[src/rtl/dsc_pkg.sv]
// Package: shared types, codes and constants of the DMX slot capture receiver.
`default_nettype none

package dsc_pkg;

   // Default number of captured channels and the most results one fetch may give.
   localparam int DEF_CHANNELS = 16;
   localparam int MAX_RESULTS  = 16;

   // Field widths of the channels.
   localparam int CSR_INDEX_W = 2;
   localparam int CSR_DATA_W  = 10;
   localparam int ADDR_W      = 10;
   localparam int BYTE_W      = 8;
   localparam int LEN_W       = 8;
   localparam int KIND_W      = 2;
   localparam int INDEX_W     = 4;
   localparam int SLOT_W      = 9;
   localparam int RLEN_W      = 5;

   // Configuration register indexes.
   localparam logic [CSR_INDEX_W-1:0] CSR_START_ADDRESS = 2'd0;
   localparam logic [CSR_INDEX_W-1:0] CSR_DISPLAY_CODE  = 2'd1;
   localparam logic [CSR_INDEX_W-1:0] CSR_CONTROL_CODE  = 2'd2;

   // Reset values of the configuration registers.
   localparam logic [ADDR_W-1:0] START_ADDRESS_RST = 10'd1;
   localparam logic [BYTE_W-1:0] DISPLAY_CODE_RST  = 8'd0;
   localparam logic [BYTE_W-1:0] CONTROL_CODE_RST  = 8'd1;

   // Opcodes of an input item.
   localparam logic OP_BYTE  = 1'b0;
   localparam logic OP_FETCH = 1'b1;

   // Frame kinds reported by a fetch.
   typedef enum logic [KIND_W-1:0] {
      KIND_NONE    = 2'd0,
      KIND_DISPLAY = 2'd1,
      KIND_CONTROL = 2'd2
   } frame_kind_type;

   // Progress through a received frame.
   typedef enum logic [1:0] {
      FS_BREAK = 2'd0,
      FS_CODE  = 2'd1,
      FS_DATA  = 2'd2,
      FS_IDLE  = 2'd3
   } frame_stage_type;

   // Controller states.
   typedef enum logic [1:0] {
      CS_IDLE   = 2'd0,
      CS_SINGLE = 2'd1,
      CS_LOAD   = 2'd2,
      CS_SEND   = 2'd3
   } ctl_state_type;

   // Commands from the controller to the datapath.
   typedef struct packed {
      logic byte_take;
      logic fetch_take;
      logic emit_single;
      logic emit_chan;
   } dsc_cmd_type;

   // Status from the datapath to the controller.
   typedef struct packed {
      logic fetch_single;
      logic out_free;
      logic last_chan;
   } dsc_stat_type;

endpackage

`default_nettype wire

[src/rtl/dsc_if.sv]
// Interfaces: request, response and register write channels.
`default_nettype none

interface dsc_req_if import dsc_pkg::*; ();
   logic              valid;
   logic              ready;
   logic              opcode;
   logic [BYTE_W-1:0] rx_byte;
   logic              framing_error;
   logic [LEN_W-1:0]  fetch_length;

   modport source (output valid, output opcode, output rx_byte, output framing_error,
                   output fetch_length, input ready);
   modport sink   (input valid, input opcode, input rx_byte, input framing_error,
                   input fetch_length, output ready);
endinterface

interface dsc_rsp_if import dsc_pkg::*; ();
   logic               valid;
   logic               ready;
   logic [KIND_W-1:0]  frame_kind;
   logic [INDEX_W-1:0] channel_index;
   logic [BYTE_W-1:0]  channel_value;
   logic               last;

   modport source (output valid, output frame_kind, output channel_index,
                   output channel_value, output last, input ready);
   modport sink   (input valid, input frame_kind, input channel_index,
                   input channel_value, input last, output ready);
endinterface

interface dsc_csr_if import dsc_pkg::*; ();
   logic                   valid;
   logic                   ready;
   logic [CSR_INDEX_W-1:0] index;
   logic [CSR_DATA_W-1:0]  data;

   modport source (output valid, output index, output data, input ready);
   modport sink   (input valid, input index, input data, output ready);
endinterface

`default_nettype wire

[src/rtl/dmx_slot_capture_receiver.sv]
// Top level: DMX slot capture receiver, controller plus datapath.
//
//   Channel   Role     Carries                                            Width
//   req_bus   sink     opcode, rx_byte, framing_error, fetch_length       1/8/1/8
//   rsp_bus   source   frame_kind, channel_index, channel_value, last     2/4/8/1
//   csr_bus   sink     index (0 start_address, 1 display_code,            2/10
//                      2 control_code), data
//
// A received byte is taken while idle, and the next item is accepted on the next cycle.
// A fetch that gives one result passes through the single state; a fetch that streams N channels
// waits in the load state for the channel store read, then sends one result per cycle unless stalled.
// Reset is synchronous; the channel store is not cleared, as no frame is complete before
// every channel has been written. A stalled response holds the controller, and the next
// request is accepted once the last result of a fetch sits in the response register.
`default_nettype none

module dmx_slot_capture_receiver import dsc_pkg::*; #(
   parameter int CHANNELS = DEF_CHANNELS
) (
   input wire logic clock,
   input wire logic reset,
   dsc_req_if.sink   req_bus,
   dsc_rsp_if.source rsp_bus,
   dsc_csr_if.sink   csr_bus
);

   dsc_cmd_type  cmd;
   dsc_stat_type stat;

   // Register writes are always taken; user must write only while the block is idle, unchecked.
   assign csr_bus.ready = 1'b1;

   // The controller owns the request handshake and walks each fetch through its results.
   dsc_ctrl u_ctrl (
      .clock      (clock),
      .reset      (reset),
      .req_valid  (req_bus.valid),
      .req_opcode (req_bus.opcode),
      .req_ready  (req_bus.ready),
      .stat       (stat),
      .cmd        (cmd)
   );

   // The datapath parses frames, keeps the captured channels and drives each transfer
   // of the response channel from its output register.
   dsc_datapath #(
      .CHANNELS (CHANNELS)
   ) u_datapath (
      .clock             (clock),
      .reset             (reset),
      .req_rx_byte       (req_bus.rx_byte),
      .req_framing_error (req_bus.framing_error),
      .req_fetch_length  (req_bus.fetch_length),
      .csr_write         (csr_bus.valid && csr_bus.ready),
      .csr_index         (csr_bus.index),
      .csr_data          (csr_bus.data),
      .rsp_valid         (rsp_bus.valid),
      .rsp_ready         (rsp_bus.ready),
      .rsp_frame_kind    (rsp_bus.frame_kind),
      .rsp_channel_index (rsp_bus.channel_index),
      .rsp_channel_value (rsp_bus.channel_value),
      .rsp_last          (rsp_bus.last),
      .cmd               (cmd),
      .stat              (stat)
   );

endmodule

`default_nettype wire

[src/rtl/dsc_ram.sv]
// Generic single-port-write, one-read-port RAM with registered read data.
`default_nettype none

module dsc_ram #(
   parameter int WIDTH = 8,
   parameter int DEPTH = 16,
   localparam int AW   = (DEPTH > 1) ? $clog2(DEPTH) : 1
) (
   input  wire logic             clock,
   input  wire logic             wr_en,
   input  wire logic [AW-1:0]    wr_addr,
   input  wire logic [WIDTH-1:0] wr_data,
   input  wire logic [AW-1:0]    rd_addr,
   output logic      [WIDTH-1:0] rd_data
);

   logic [WIDTH-1:0] mem_ff [DEPTH];
   logic [WIDTH-1:0] rd_data_ff;

   always_ff @(posedge clock) begin
      if (wr_en) begin
         mem_ff[wr_addr] <= wr_data;
      end
      rd_data_ff <= mem_ff[rd_addr];
   end

   assign rd_data = rd_data_ff;

endmodule

`default_nettype wire

[src/rtl/dsc_ctrl.sv]
// Controller: sequences byte intake, single-result fetches and channel streaming.
`default_nettype none

module dsc_ctrl import dsc_pkg::*; (
   input  wire logic         clock,
   input  wire logic         reset,
   input  wire logic         req_valid,
   input  wire logic         req_opcode,
   output logic              req_ready,
   input  wire dsc_stat_type stat,
   output dsc_cmd_type       cmd
);

   ctl_state_type state_ff, state_in;

   always_ff @(posedge clock) begin
      if (reset) begin
         state_ff <= CS_IDLE;
      end else begin
         state_ff <= state_in;
      end
   end

   always_comb begin
      state_in  = state_ff;
      cmd       = '0;
      req_ready = 1'b0;
      unique case (state_ff)
         CS_IDLE: begin
            req_ready = 1'b1;
            if (req_valid) begin
               if (req_opcode == OP_FETCH) begin
                  cmd.fetch_take = 1'b1;
                  state_in       = stat.fetch_single ? CS_SINGLE : CS_LOAD;
               end else begin
                  cmd.byte_take = 1'b1;
               end
            end
         end
         CS_SINGLE: begin
            if (stat.out_free) begin
               cmd.emit_single = 1'b1;
               state_in        = CS_IDLE;
            end
         end
         CS_LOAD: begin
            // The first channel read is in flight.
            state_in = CS_SEND;
         end
         CS_SEND: begin
            if (stat.out_free) begin
               cmd.emit_chan = 1'b1;
               if (stat.last_chan) begin
                  state_in = CS_IDLE;
               end
            end
         end
         default: state_in = CS_IDLE;
      endcase
   end

endmodule

`default_nettype wire

[src/rtl/dsc_datapath.sv]
// Datapath: registers, frame parser, channel store and response register.
`default_nettype none

module dsc_datapath import dsc_pkg::*; #(
   parameter int CHANNELS = DEF_CHANNELS
) (
   input  wire logic                   clock,
   input  wire logic                   reset,
   input  wire logic [BYTE_W-1:0]      req_rx_byte,
   input  wire logic                   req_framing_error,
   input  wire logic [LEN_W-1:0]       req_fetch_length,
   input  wire logic                   csr_write,
   input  wire logic [CSR_INDEX_W-1:0] csr_index,
   input  wire logic [CSR_DATA_W-1:0]  csr_data,
   output logic                        rsp_valid,
   input  wire logic                   rsp_ready,
   output logic      [KIND_W-1:0]      rsp_frame_kind,
   output logic      [INDEX_W-1:0]     rsp_channel_index,
   output logic      [BYTE_W-1:0]      rsp_channel_value,
   output logic                        rsp_last,
   input  wire dsc_cmd_type            cmd,
   output dsc_stat_type                stat
);

   localparam int AW       = (CHANNELS > 1) ? $clog2(CHANNELS) : 1;
   localparam int CCW      = $clog2(CHANNELS + 1);
   localparam int MaxFetch = (CHANNELS < MAX_RESULTS) ? CHANNELS : MAX_RESULTS;
   localparam logic [CCW-1:0]   ChanCount = CCW'(CHANNELS);
   localparam logic [LEN_W:0]   MaxLen    = (LEN_W + 1)'(MaxFetch);

   // Configuration.
   logic [ADDR_W-1:0] start_addr_ff, start_addr_in;
   logic [BYTE_W-1:0] disp_code_ff, disp_code_in;
   logic [BYTE_W-1:0] ctrl_code_ff, ctrl_code_in;

   // Frame reception.
   frame_stage_type   stage_ff, stage_in;
   logic [SLOT_W-1:0] skip_ff, skip_in;
   logic [CCW-1:0]    cap_ff, cap_in;
   logic [SLOT_W-1:0] offset_ff, offset_in;
   logic [BYTE_W-1:0] code_ff, code_in;
   logic              ready_ff, ready_in;
   logic              rx_en_ff, rx_en_in;

   // Fetch streaming.
   frame_kind_type     kind_ff, kind_in;
   logic [RLEN_W-1:0]  len_ff, len_in;
   logic [INDEX_W-1:0] idx_ff, idx_in;

   // Response register.
   logic               rsp_valid_ff, rsp_valid_in;
   logic [KIND_W-1:0]  rsp_kind_ff, rsp_kind_in;
   logic [INDEX_W-1:0] rsp_index_ff, rsp_index_in;
   logic [BYTE_W-1:0]  rsp_value_ff, rsp_value_in;
   logic               rsp_last_ff, rsp_last_in;

   // Helpers.
   frame_stage_type    stage_eff;
   logic [SLOT_W-1:0]  skip_eff;
   logic [CCW-1:0]     cap_eff;
   logic [SLOT_W-1:0]  addr_offset;
   frame_kind_type     kind_now;
   logic               too_long;
   logic               last_chan;
   logic               out_free;
   logic [INDEX_W-1:0] rd_idx;
   logic               wr_en;
   logic [BYTE_W-1:0]  rd_data;

   dsc_ram #(
      .WIDTH (BYTE_W),
      .DEPTH (CHANNELS)
   ) u_store (
      .clock   (clock),
      .wr_en   (wr_en),
      .wr_addr (AW'(cap_eff)),
      .wr_data (req_rx_byte),
      .rd_addr (AW'(rd_idx)),
      .rd_data (rd_data)
   );

   // Slot offset of a display frame; out-of-range addresses clamp.
   always_comb begin
      if (start_addr_ff == '0) begin
         addr_offset = '0;
      end else if (start_addr_ff > 10'd512) begin
         addr_offset = 9'd511;
      end else begin
         addr_offset = SLOT_W'(start_addr_ff - 10'd1);
      end
   end

   always_comb begin
      kind_now = KIND_NONE;
      if (ready_ff) begin
         if (code_ff == disp_code_ff) begin
            kind_now = KIND_DISPLAY;
         end else if (code_ff == ctrl_code_ff) begin
            kind_now = KIND_CONTROL;
         end
      end
   end

   assign too_long  = {1'b0, req_fetch_length} > MaxLen;
   assign last_chan = (RLEN_W'(idx_ff) + RLEN_W'(1)) == len_ff;
   assign out_free  = !rsp_valid_ff || rsp_ready;
   assign rd_idx    = (cmd.emit_chan && !last_chan) ? INDEX_W'(idx_ff + 4'd1) : idx_ff;

   assign stat.fetch_single = too_long || (kind_now == KIND_NONE) || (req_fetch_length == '0);
   assign stat.out_free     = out_free;
   assign stat.last_chan    = last_chan;

   always_comb begin
      start_addr_in = start_addr_ff;
      disp_code_in  = disp_code_ff;
      ctrl_code_in  = ctrl_code_ff;
      stage_in      = stage_ff;
      skip_in       = skip_ff;
      cap_in        = cap_ff;
      offset_in     = offset_ff;
      code_in       = code_ff;
      ready_in      = ready_ff;
      rx_en_in      = rx_en_ff;
      kind_in       = kind_ff;
      len_in        = len_ff;
      idx_in        = idx_ff;
      rsp_valid_in  = rsp_valid_ff && !rsp_ready;
      rsp_kind_in   = rsp_kind_ff;
      rsp_index_in  = rsp_index_ff;
      rsp_value_in  = rsp_value_ff;
      rsp_last_in   = rsp_last_ff;
      wr_en         = 1'b0;

      stage_eff = req_framing_error ? FS_BREAK : stage_ff;
      skip_eff  = req_framing_error ? '0 : skip_ff;
      cap_eff   = req_framing_error ? '0 : cap_ff;

      if (csr_write) begin
         unique case (csr_index)
            CSR_START_ADDRESS: start_addr_in = csr_data;
            CSR_DISPLAY_CODE:  disp_code_in  = BYTE_W'(csr_data);
            CSR_CONTROL_CODE:  ctrl_code_in  = BYTE_W'(csr_data);
            default: ;
         endcase
      end

      if (cmd.byte_take && rx_en_ff) begin
         skip_in = skip_eff;
         cap_in  = cap_eff;
         unique case (stage_eff)
            FS_BREAK: stage_in = FS_CODE;
            FS_CODE: begin
               if ((req_rx_byte == disp_code_ff) || (req_rx_byte == ctrl_code_ff)) begin
                  offset_in = (req_rx_byte == disp_code_ff) ? addr_offset : '0;
                  code_in   = req_rx_byte;
                  stage_in  = FS_DATA;
               end else begin
                  stage_in = FS_IDLE;
               end
            end
            FS_DATA: begin
               if (skip_eff >= offset_ff) begin
                  if (cap_eff < ChanCount) begin
                     wr_en  = 1'b1;
                     cap_in = CCW'(cap_eff + 1'b1);
                  end
                  if (cap_in >= ChanCount) begin
                     rx_en_in = 1'b0;
                     ready_in = 1'b1;
                     stage_in = FS_IDLE;
                  end
               end else begin
                  skip_in = SLOT_W'(skip_eff + 1'b1);
               end
            end
            FS_IDLE: ;
            default: ;
         endcase
      end

      if (cmd.fetch_take) begin
         idx_in  = '0;
         len_in  = RLEN_W'(req_fetch_length);
         kind_in = too_long ? KIND_NONE : kind_now;
         if (!too_long) begin
            ready_in = 1'b0;
            rx_en_in = 1'b1;
         end
      end

      if (cmd.emit_single) begin
         rsp_valid_in = 1'b1;
         rsp_kind_in  = kind_ff;
         rsp_index_in = '0;
         rsp_value_in = '0;
         rsp_last_in  = 1'b1;
      end

      if (cmd.emit_chan) begin
         rsp_valid_in = 1'b1;
         rsp_kind_in  = kind_ff;
         rsp_index_in = idx_ff;
         rsp_value_in = rd_data;
         rsp_last_in  = last_chan;
         idx_in       = INDEX_W'(idx_ff + 4'd1);
      end
   end

   always_ff @(posedge clock) begin
      if (reset) begin
         start_addr_ff <= START_ADDRESS_RST;
         disp_code_ff  <= DISPLAY_CODE_RST;
         ctrl_code_ff  <= CONTROL_CODE_RST;
         stage_ff      <= FS_IDLE;
         skip_ff       <= '0;
         cap_ff        <= '0;
         offset_ff     <= '0;
         code_ff       <= '0;
         ready_ff      <= 1'b0;
         rx_en_ff      <= 1'b0;
         rsp_valid_ff  <= 1'b0;
      end else begin
         start_addr_ff <= start_addr_in;
         disp_code_ff  <= disp_code_in;
         ctrl_code_ff  <= ctrl_code_in;
         stage_ff      <= stage_in;
         skip_ff       <= skip_in;
         cap_ff        <= cap_in;
         offset_ff     <= offset_in;
         code_ff       <= code_in;
         ready_ff      <= ready_in;
         rx_en_ff      <= rx_en_in;
         rsp_valid_ff  <= rsp_valid_in;
      end
      kind_ff      <= kind_in;
      len_ff       <= len_in;
      idx_ff       <= idx_in;
      rsp_kind_ff  <= rsp_kind_in;
      rsp_index_ff <= rsp_index_in;
      rsp_value_ff <= rsp_value_in;
      rsp_last_ff  <= rsp_last_in;
   end

   assign rsp_valid         = rsp_valid_ff;
   assign rsp_frame_kind    = rsp_kind_ff;
   assign rsp_channel_index = rsp_index_ff;
   assign rsp_channel_value = rsp_value_ff;
   assign rsp_last          = rsp_last_ff;

endmodule

`default_nettype wire

[src/flat_wrapper.sv]
// flat-port wrapper written by rule: the top's interface ports become plain ports
module dmx_slot_capture_receiver_flat import dsc_pkg::*;
#(
   parameter int CHANNELS = DEF_CHANNELS
)
  (clock, reset, req_bus_valid, req_bus_opcode, req_bus_rx_byte, req_bus_framing_error, req_bus_fetch_length, req_bus_ready, rsp_bus_valid, rsp_bus_frame_kind, rsp_bus_channel_index, rsp_bus_channel_value, rsp_bus_last, rsp_bus_ready, csr_bus_valid, csr_bus_index, csr_bus_data, csr_bus_ready);
  dsc_req_if req_bus_i ();
  dsc_rsp_if rsp_bus_i ();
  dsc_csr_if csr_bus_i ();
  input wire logic clock;
  input wire logic reset;
  input wire logic [$bits(req_bus_i.valid)-1:0] req_bus_valid;
  input wire logic [$bits(req_bus_i.opcode)-1:0] req_bus_opcode;
  input wire logic [$bits(req_bus_i.rx_byte)-1:0] req_bus_rx_byte;
  input wire logic [$bits(req_bus_i.framing_error)-1:0] req_bus_framing_error;
  input wire logic [$bits(req_bus_i.fetch_length)-1:0] req_bus_fetch_length;
  output wire logic [$bits(req_bus_i.ready)-1:0] req_bus_ready;
  output wire logic [$bits(rsp_bus_i.valid)-1:0] rsp_bus_valid;
  output wire logic [$bits(rsp_bus_i.frame_kind)-1:0] rsp_bus_frame_kind;
  output wire logic [$bits(rsp_bus_i.channel_index)-1:0] rsp_bus_channel_index;
  output wire logic [$bits(rsp_bus_i.channel_value)-1:0] rsp_bus_channel_value;
  output wire logic [$bits(rsp_bus_i.last)-1:0] rsp_bus_last;
  input wire logic [$bits(rsp_bus_i.ready)-1:0] rsp_bus_ready;
  input wire logic [$bits(csr_bus_i.valid)-1:0] csr_bus_valid;
  input wire logic [$bits(csr_bus_i.index)-1:0] csr_bus_index;
  input wire logic [$bits(csr_bus_i.data)-1:0] csr_bus_data;
  output wire logic [$bits(csr_bus_i.ready)-1:0] csr_bus_ready;
  assign req_bus_i.valid = req_bus_valid;
  assign req_bus_i.opcode = req_bus_opcode;
  assign req_bus_i.rx_byte = req_bus_rx_byte;
  assign req_bus_i.framing_error = req_bus_framing_error;
  assign req_bus_i.fetch_length = req_bus_fetch_length;
  assign req_bus_ready = req_bus_i.ready;
  assign rsp_bus_valid = rsp_bus_i.valid;
  assign rsp_bus_frame_kind = rsp_bus_i.frame_kind;
  assign rsp_bus_channel_index = rsp_bus_i.channel_index;
  assign rsp_bus_channel_value = rsp_bus_i.channel_value;
  assign rsp_bus_last = rsp_bus_i.last;
  assign rsp_bus_i.ready = rsp_bus_ready;
  assign csr_bus_i.valid = csr_bus_valid;
  assign csr_bus_i.index = csr_bus_index;
  assign csr_bus_i.data = csr_bus_data;
  assign csr_bus_ready = csr_bus_i.ready;
  dmx_slot_capture_receiver #(.CHANNELS(CHANNELS)) u_core (.clock(clock), .reset(reset), .req_bus(req_bus_i), .rsp_bus(rsp_bus_i), .csr_bus(csr_bus_i));
endmodule
[config.mk]
export PLATFORM = sky130hd
export DESIGN_NAME = dmx_slot_capture_receiver_flat
export DESIGN_NICKNAME = d
export VERILOG_FILES = /design/src/rtl/dsc_pkg.sv /design/src/rtl/dsc_if.sv /design/src/rtl/dmx_slot_capture_receiver.sv /design/src/rtl/dsc_ram.sv /design/src/rtl/dsc_ctrl.sv /design/src/rtl/dsc_datapath.sv /design/src/flat_wrapper.sv
export SDC_FILE = /design/constraint.sdc
export NUM_CORES = 1
export LEC_CHECK = 0
export ABC_AREA = 1
export BUFFER_PORTS_ARGS = -buffer_cell sky130_fd_sc_hd__buf_2
export CAP_MARGIN = 20
export CORE_MARGIN = 1
export CORE_UTILIZATION = 50
export DETAILED_ROUTE_END_ITERATION = 12
export HOLD_SLACK_MARGIN = 0.12
export PLACE_DENSITY = 0.66
export SYNTH_ARGS = -nofsm -noshare
export SYNTH_HDL_FRONTEND = slang
export SYNTH_SLANG_ARGS = --single-unit
[constraint.sdc]
create_clock -name clock -period 2.8 [get_ports clock]
set_input_delay 0.42 -clock clock [delete_from_list [all_inputs] [get_ports clock]]
set_output_delay 0.42 -clock clock [all_outputs]
set_load 0.02 [all_outputs]
==> impl_metrics.json <==
{
  "fin_total_pwr_uw": 7623,
  "vdd.ir_drop.worst_v": 0.0003623,
  "yosys_most_used_dff": "sky130_fd_sc_hd__edfxtp_1",
  "reg2reg_depth": 13,
  "ys_top_cells_by_area": "sky130_fd_sc_hd__edfxtp_1 42%, sky130_fd_sc_hd__dfxtp_1 13%, sky130_fd_sc_hd__nand3_1 8.5%",
  "timing.critical_path.to_type": "register",
  "start_util_pct": 51.47,
  "placementRows": 53,
  "cp_cell_sequence": "ha_1 -> xnor2_1 -> nand2_1 -> nor2_1 -> nand3_2 -> nand2_4 -> buf_4 -> nand2_2 -> o21ai_4 -> inv_4 -> nand3_1 -> nand3_1 -> nand2_1",
  "final_net_count": 1382,
  "netlist.area_leader.share_pct": 42.47,
  "p_per_area_nw_per_um2": 608.0,
  "groute.usage.overall_pct": 24.40,
  "vias_per_cell": 5.184,
  "vias": 8409,
  "top_signal_layer_used": "met4",
  "root_buffer": "sky130_fd_sc_hd__clkbuf_16",
  "cts_setup_buffers": 0,
  "number_of_maximum_capacitance_constraint_violations": 0,
  "maxSlewViolCount": 0,
  "grt_pass1_vias": 7870,
  "grt_setup_unrepaired": "no",
  "detailroute.wirelength.met2_um": 12980,
  "worst_hold_start": "csr_bus_data[8]",
  "avgSynthCellArea_um2": 8.788,
  "final_layout_size_suffix_gt1_share_pct": 12.47,
  "combPwrFrac_pct": 5.9,
  "worst_ep_required_time_ns": 3.26,
  "io-pin-count": 53,
  "die_width_um": 149.6,
  "buffer_levels_on_the_longest_clock_path": 3,
  "drt-wirelength-per-cell_um": 16.75,
  "detailroute.wirelength.met3_um": 1453,
  "outcome": "completed",
  "route.detailed.drc": 0,
  "report.final.hold_viol_count": 0,
  "ys_seq_area_share_pct": 55.71,
  "clkLatencyLatePin_ns": 0.52,
  "worst_setup_path_start_kind": "register",
  "dpl.hpwl_um": 18530,
  "final-setup-viol-count": 0,
  "critPathMaxStageDelay_ns": 0.39,
  "place.port_buffers": 51,
  "power_switching_uw": 1637,
  "max-slew-margin-rel_pct": 43.71,
  "asyncSetResetFlopFracSynth_pct": 0,
  "power.clock.fraction_pct": 46.3,
  "path_class": "register to register",
  "holdCritPathClass": "primary input to register",
  "max_slew.worst_pin.slew_ns": 0.8434,
  "cts_made_buffers": 24,
  "finalCoreUtilization_pct": 59.27,
  "synth_cell_types": 44,
  "worst_r2r_startpoint": "u_core.u_datapath.idx_ff[0]",
  "power.share.sequential_pct": 47.7,
  "detail-route-antenna-nets": 0,
  "totalWireLength_um": 27170,
  "rrSetupSlack_ns": 0.21,
  "tritoncts": "done",
  "synth_top_cell_by_area": "sky130_fd_sc_hd__edfxtp_1",
  "synth_edf_count": 154,
  "switching_share_pct": 21.48,
  "numClockSinks": 226,
  "area_growth_syn_to_layout_pct": 15.15,
  "post-route-period-util_pct": 92.40,
  "die-area_um2": 22370,
  "finClkSkew_ns": 0.006265,
  "antenna_violations_before_repair": 0,
  "crit_fanout": 17,
  "clock_pin_slew_reported_for_the_worst_setup_and_hold_paths_after_clock_tree_synthesis_ns": 0.06,
  "global_route_wire_length_before_repair_um": 41540,
  "routabilityCongestion": 0.9313,
  "htree_levels": 1,
  "n_antenna_cell": 0,
  "fmax_ghz": 0.3865,
  "setup-tns-final_ns": 0,
  "endpoint_of_the_most_critical_register_to_register_path": "u_core.u_datapath.u_store.rd_data[7]",
  "dieHeight_um": 149.6,
  "crit_slowest_cell": "sky130_fd_sc_hd__edfxtp_1",
  "pin_count_of_the_biggest_net_entering_global_routing": 45,
  "detailed_route_wire_length_on_metal_1_um": 11660,
  "internal_power_uw": 5985,
  "post_synth_inst_count": 1239,
  "postSynthNetCount": 1292,
  "ys_ff_latch": 226,
  "hold_path_end": "u_core.u_datapath.start_addr_ff[8]",
  "dr.pass1.iters": 5,
  "fp.coreArea_um2": 21150,
  "synth.yosys.warnings": 0,
  "drt_iter0_markers": 653,
  "fin_crit_ns": 2.587,
  "power.static_leakage_uw": 0.005525,
  "post_synth_instance_area_um2": 10890,
  "arrival_ns": 3.04,
  "grt_overflow_total": 0,
  "worst_hold_path.num_cells": 3
}
[registers in the layout (all words and copies together) (netlist names)]
| name | cells |
|---|---|
| u_core.u_ctrl.state_ff | 2 |
| u_core.u_datapath.cap_ff | 5 |
| u_core.u_datapath.code_ff | 8 |
| u_core.u_datapath.ctrl_code_ff | 8 |
| u_core.u_datapath.disp_code_ff | 8 |
| u_core.u_datapath.idx_ff | 4 |
| u_core.u_datapath.kind_ff | 2 |
| u_core.u_datapath.len_ff | 5 |
| u_core.u_datapath.offset_ff | 9 |
| u_core.u_datapath.ready_ff | 1 |
| u_core.u_datapath.rsp_channel_index | 4 |
| u_core.u_datapath.rsp_channel_value | 8 |
| u_core.u_datapath.rsp_frame_kind | 2 |
| u_core.u_datapath.rsp_last | 1 |
| u_core.u_datapath.rsp_valid | 1 |
| u_core.u_datapath.rx_en_ff | 1 |
| u_core.u_datapath.skip_ff | 9 |
| u_core.u_datapath.stage_ff | 2 |
| u_core.u_datapath.start_addr_ff | 10 |
| u_core.u_datapath.u_store.mem_ff | 128 |
| u_core.u_datapath.u_store.rd_data | 8 |
[metal layers]
metal  global-route usage [%]  vias up
met5                        0        -
met4                    10.15        0
met3                    3.323       63
met2                    41.37      259
met1                    31.27     3887
li1                         -     4200
[cell usage after synthesis, types with 2 or more instances]
master and instances:
sky130_fd_sc_hd__nand2_2 5, sky130_fd_sc_hd__nand4_1 12, sky130_fd_sc_hd__nor3_1 15, sky130_fd_sc_hd__clkinv_1 2, sky130_fd_sc_hd__clkbuf_1 12, sky130_fd_sc_hd__inv_2 2, sky130_fd_sc_hd__or2_2 7, sky130_fd_sc_hd__xor2_1 10
sky130_fd_sc_hd__edfxtp_1 154, sky130_fd_sc_hd__inv_1 228, sky130_fd_sc_hd__o21ai_0 45, sky130_fd_sc_hd__nor2_1 122, sky130_fd_sc_hd__buf_6 12, sky130_fd_sc_hd__nand3_1 186, sky130_fd_sc_hd__o211ai_1 3, sky130_fd_sc_hd__xnor2_1 14
sky130_fd_sc_hd__ha_1 18, sky130_fd_sc_hd__nor4_1 2, sky130_fd_sc_hd__o21ai_1 2, sky130_fd_sc_hd__nor3b_1 3, sky130_fd_sc_hd__nand2_4 3, sky130_fd_sc_hd__buf_4 5, sky130_fd_sc_hd__o21ai_4 3, sky130_fd_sc_hd__dfxtp_1 72
sky130_fd_sc_hd__a21oi_1 43, sky130_fd_sc_hd__nand2_1 224, sky130_fd_sc_hd__a211oi_1 6, sky130_fd_sc_hd__buf_2 11, sky130_fd_sc_hd__nand3b_1 2, sky130_fd_sc_hd__nor2_2 2
[how the worst max path moves through the flow]
stage | cells after the start | endpoint | slack, ns | start
after floorplan | 15 | u_core.u_datapath.u_store.mem_ff[12][0] | 0.07 | req_bus_framing_error
after global placement | 18 | u_core.u_datapath.u_store.mem_ff[6][7] | 0.09 | req_bus_framing_error
after detailed placement | 18 | u_core.u_datapath.u_store.mem_ff[6][7] | 0.04 | req_bus_framing_error
after CTS | 11 | u_core.u_datapath.u_store.rd_data[7] | 0.16 | u_core.u_datapath.idx_ff[0]
after global routing | 17 | u_core.u_datapath.u_store.mem_ff[6][6] | 0.005 | u_core.u_datapath.skip_ff[0]
final | 13 | u_core.u_datapath.u_store.rd_data[7] | 0.21 | u_core.u_datapath.idx_ff[0]
[layout by cell type, fill, tap and decap left out, types with 3 or more instances in the layout]
cell type | synthesis | final
sky130_fd_sc_hd__bufinv_16 | 0 | 6
sky130_fd_sc_hd__or2_2 | 7 | 7
sky130_fd_sc_hd__buf_2 | 11 | 51
sky130_fd_sc_hd__dfxtp_1 | 72 | 72
sky130_fd_sc_hd__nand3_1 | 186 | 186
sky130_fd_sc_hd__buf_4 | 5 | 46
sky130_fd_sc_hd__a211oi_1 | 6 | 6
sky130_fd_sc_hd__nand2_4 | 3 | 4
sky130_fd_sc_hd__ha_1 | 18 | 18
sky130_fd_sc_hd__nand2_2 | 5 | 4
sky130_fd_sc_hd__clkinv_1 | 2 | 3
sky130_fd_sc_hd__clkinv_2 | 0 | 5
sky130_fd_sc_hd__xor2_1 | 10 | 10
sky130_fd_sc_hd__nand2_1 | 224 | 224
sky130_fd_sc_hd__edfxtp_1 | 154 | 154
sky130_fd_sc_hd__clkbuf_1 | 12 | 3
sky130_fd_sc_hd__nor2_1 | 122 | 122
sky130_fd_sc_hd__o211ai_1 | 3 | 3
sky130_fd_sc_hd__clkbuf_16 | 0 | 25
sky130_fd_sc_hd__o21ai_2 | 1 | 3
sky130_fd_sc_hd__o21ai_4 | 3 | 3
sky130_fd_sc_hd__nor3_1 | 15 | 15
sky130_fd_sc_hd__inv_1 | 228 | 228
sky130_fd_sc_hd__a21oi_1 | 43 | 43
sky130_fd_sc_hd__xnor2_1 | 14 | 14
sky130_fd_sc_hd__o21ai_0 | 45 | 45
sky130_fd_sc_hd__nor3b_1 | 3 | 3
sky130_fd_sc_hd__dlygate4sd3_1 | 0 | 5
sky130_fd_sc_hd__nand4_1 | 12 | 12
[worst max-delay path: cells and delay by family (launching register included)]
kind | cells | cell delay, ns
AOI/OAI and AO/OA | 1 | 0.21
and+or+nand+nor | 8 | 1.02
buffers and inverters | 2 | 0.39
adders and majority gates | 1 | 0.34
DFF | 1 | 0.39
xor gates and xnor gates | 1 | 0.17
[final cells by class]
class,instances,area [um^2]
fillers,1854,8617
flip-flops and latches,226,6066
multi-input cells,740,3671
inverters,233,877.1
repair buffers,104,690.7
clock buffers,30,664.4
well taps,275,344.1
clock inverters,14,224.0
[repair_timing]
action,CTS,global route
hold endpoints to repair,5,0
setup endpoints to repair,0,8
hold buffers,5,0
resized for setup,0,1
[power groups by stage]
stage	combinational (uW)	sequential (uW)	clock [uW]
5_1_grt	499	3640	3700
3_3_place_gp	437	3710	0
3_5_place_dp	439	3710	0
6_report	453	3640	3530
4_1_cts	447	3640	3570
2_1_floorplan	255	3710	0
[cells by family after synthesis]
| kind of cell | synth area share (%) |
|---|---|
| other | 0.03444 |
| adder cells (fa/ha/maj) | 2.069 |
| AND/OR/NAND/NOR | 23.76 |
| buffers and inverters | 10.78 |
| flip-flops | 55.71 |
| XOR/XNOR | 1.931 |
| AO/OA/AOI/OAI | 5.712 |
[per-stage QoR]
stage | cells | hold WS (ns) | instance area (um^2) | setup WS [ns]
5_1_grt | 1622 | 0.1596 | 12540 | 0.004803
3_3_place_gp | 1571 | 0.4030 | 11580 | 0.09337
3_5_place_dp | 1571 | 0.4054 | 11580 | 0.04208
4_1_cts | 1620 | 0.1337 | 12510 | 0.1629
6_report | 1622 | 0.1430 | 12540 | 0.2128
2_1_floorplan | 1239 | 0.4003 | 10890 | 0.06647
Power figures use the tool's default switching activity.
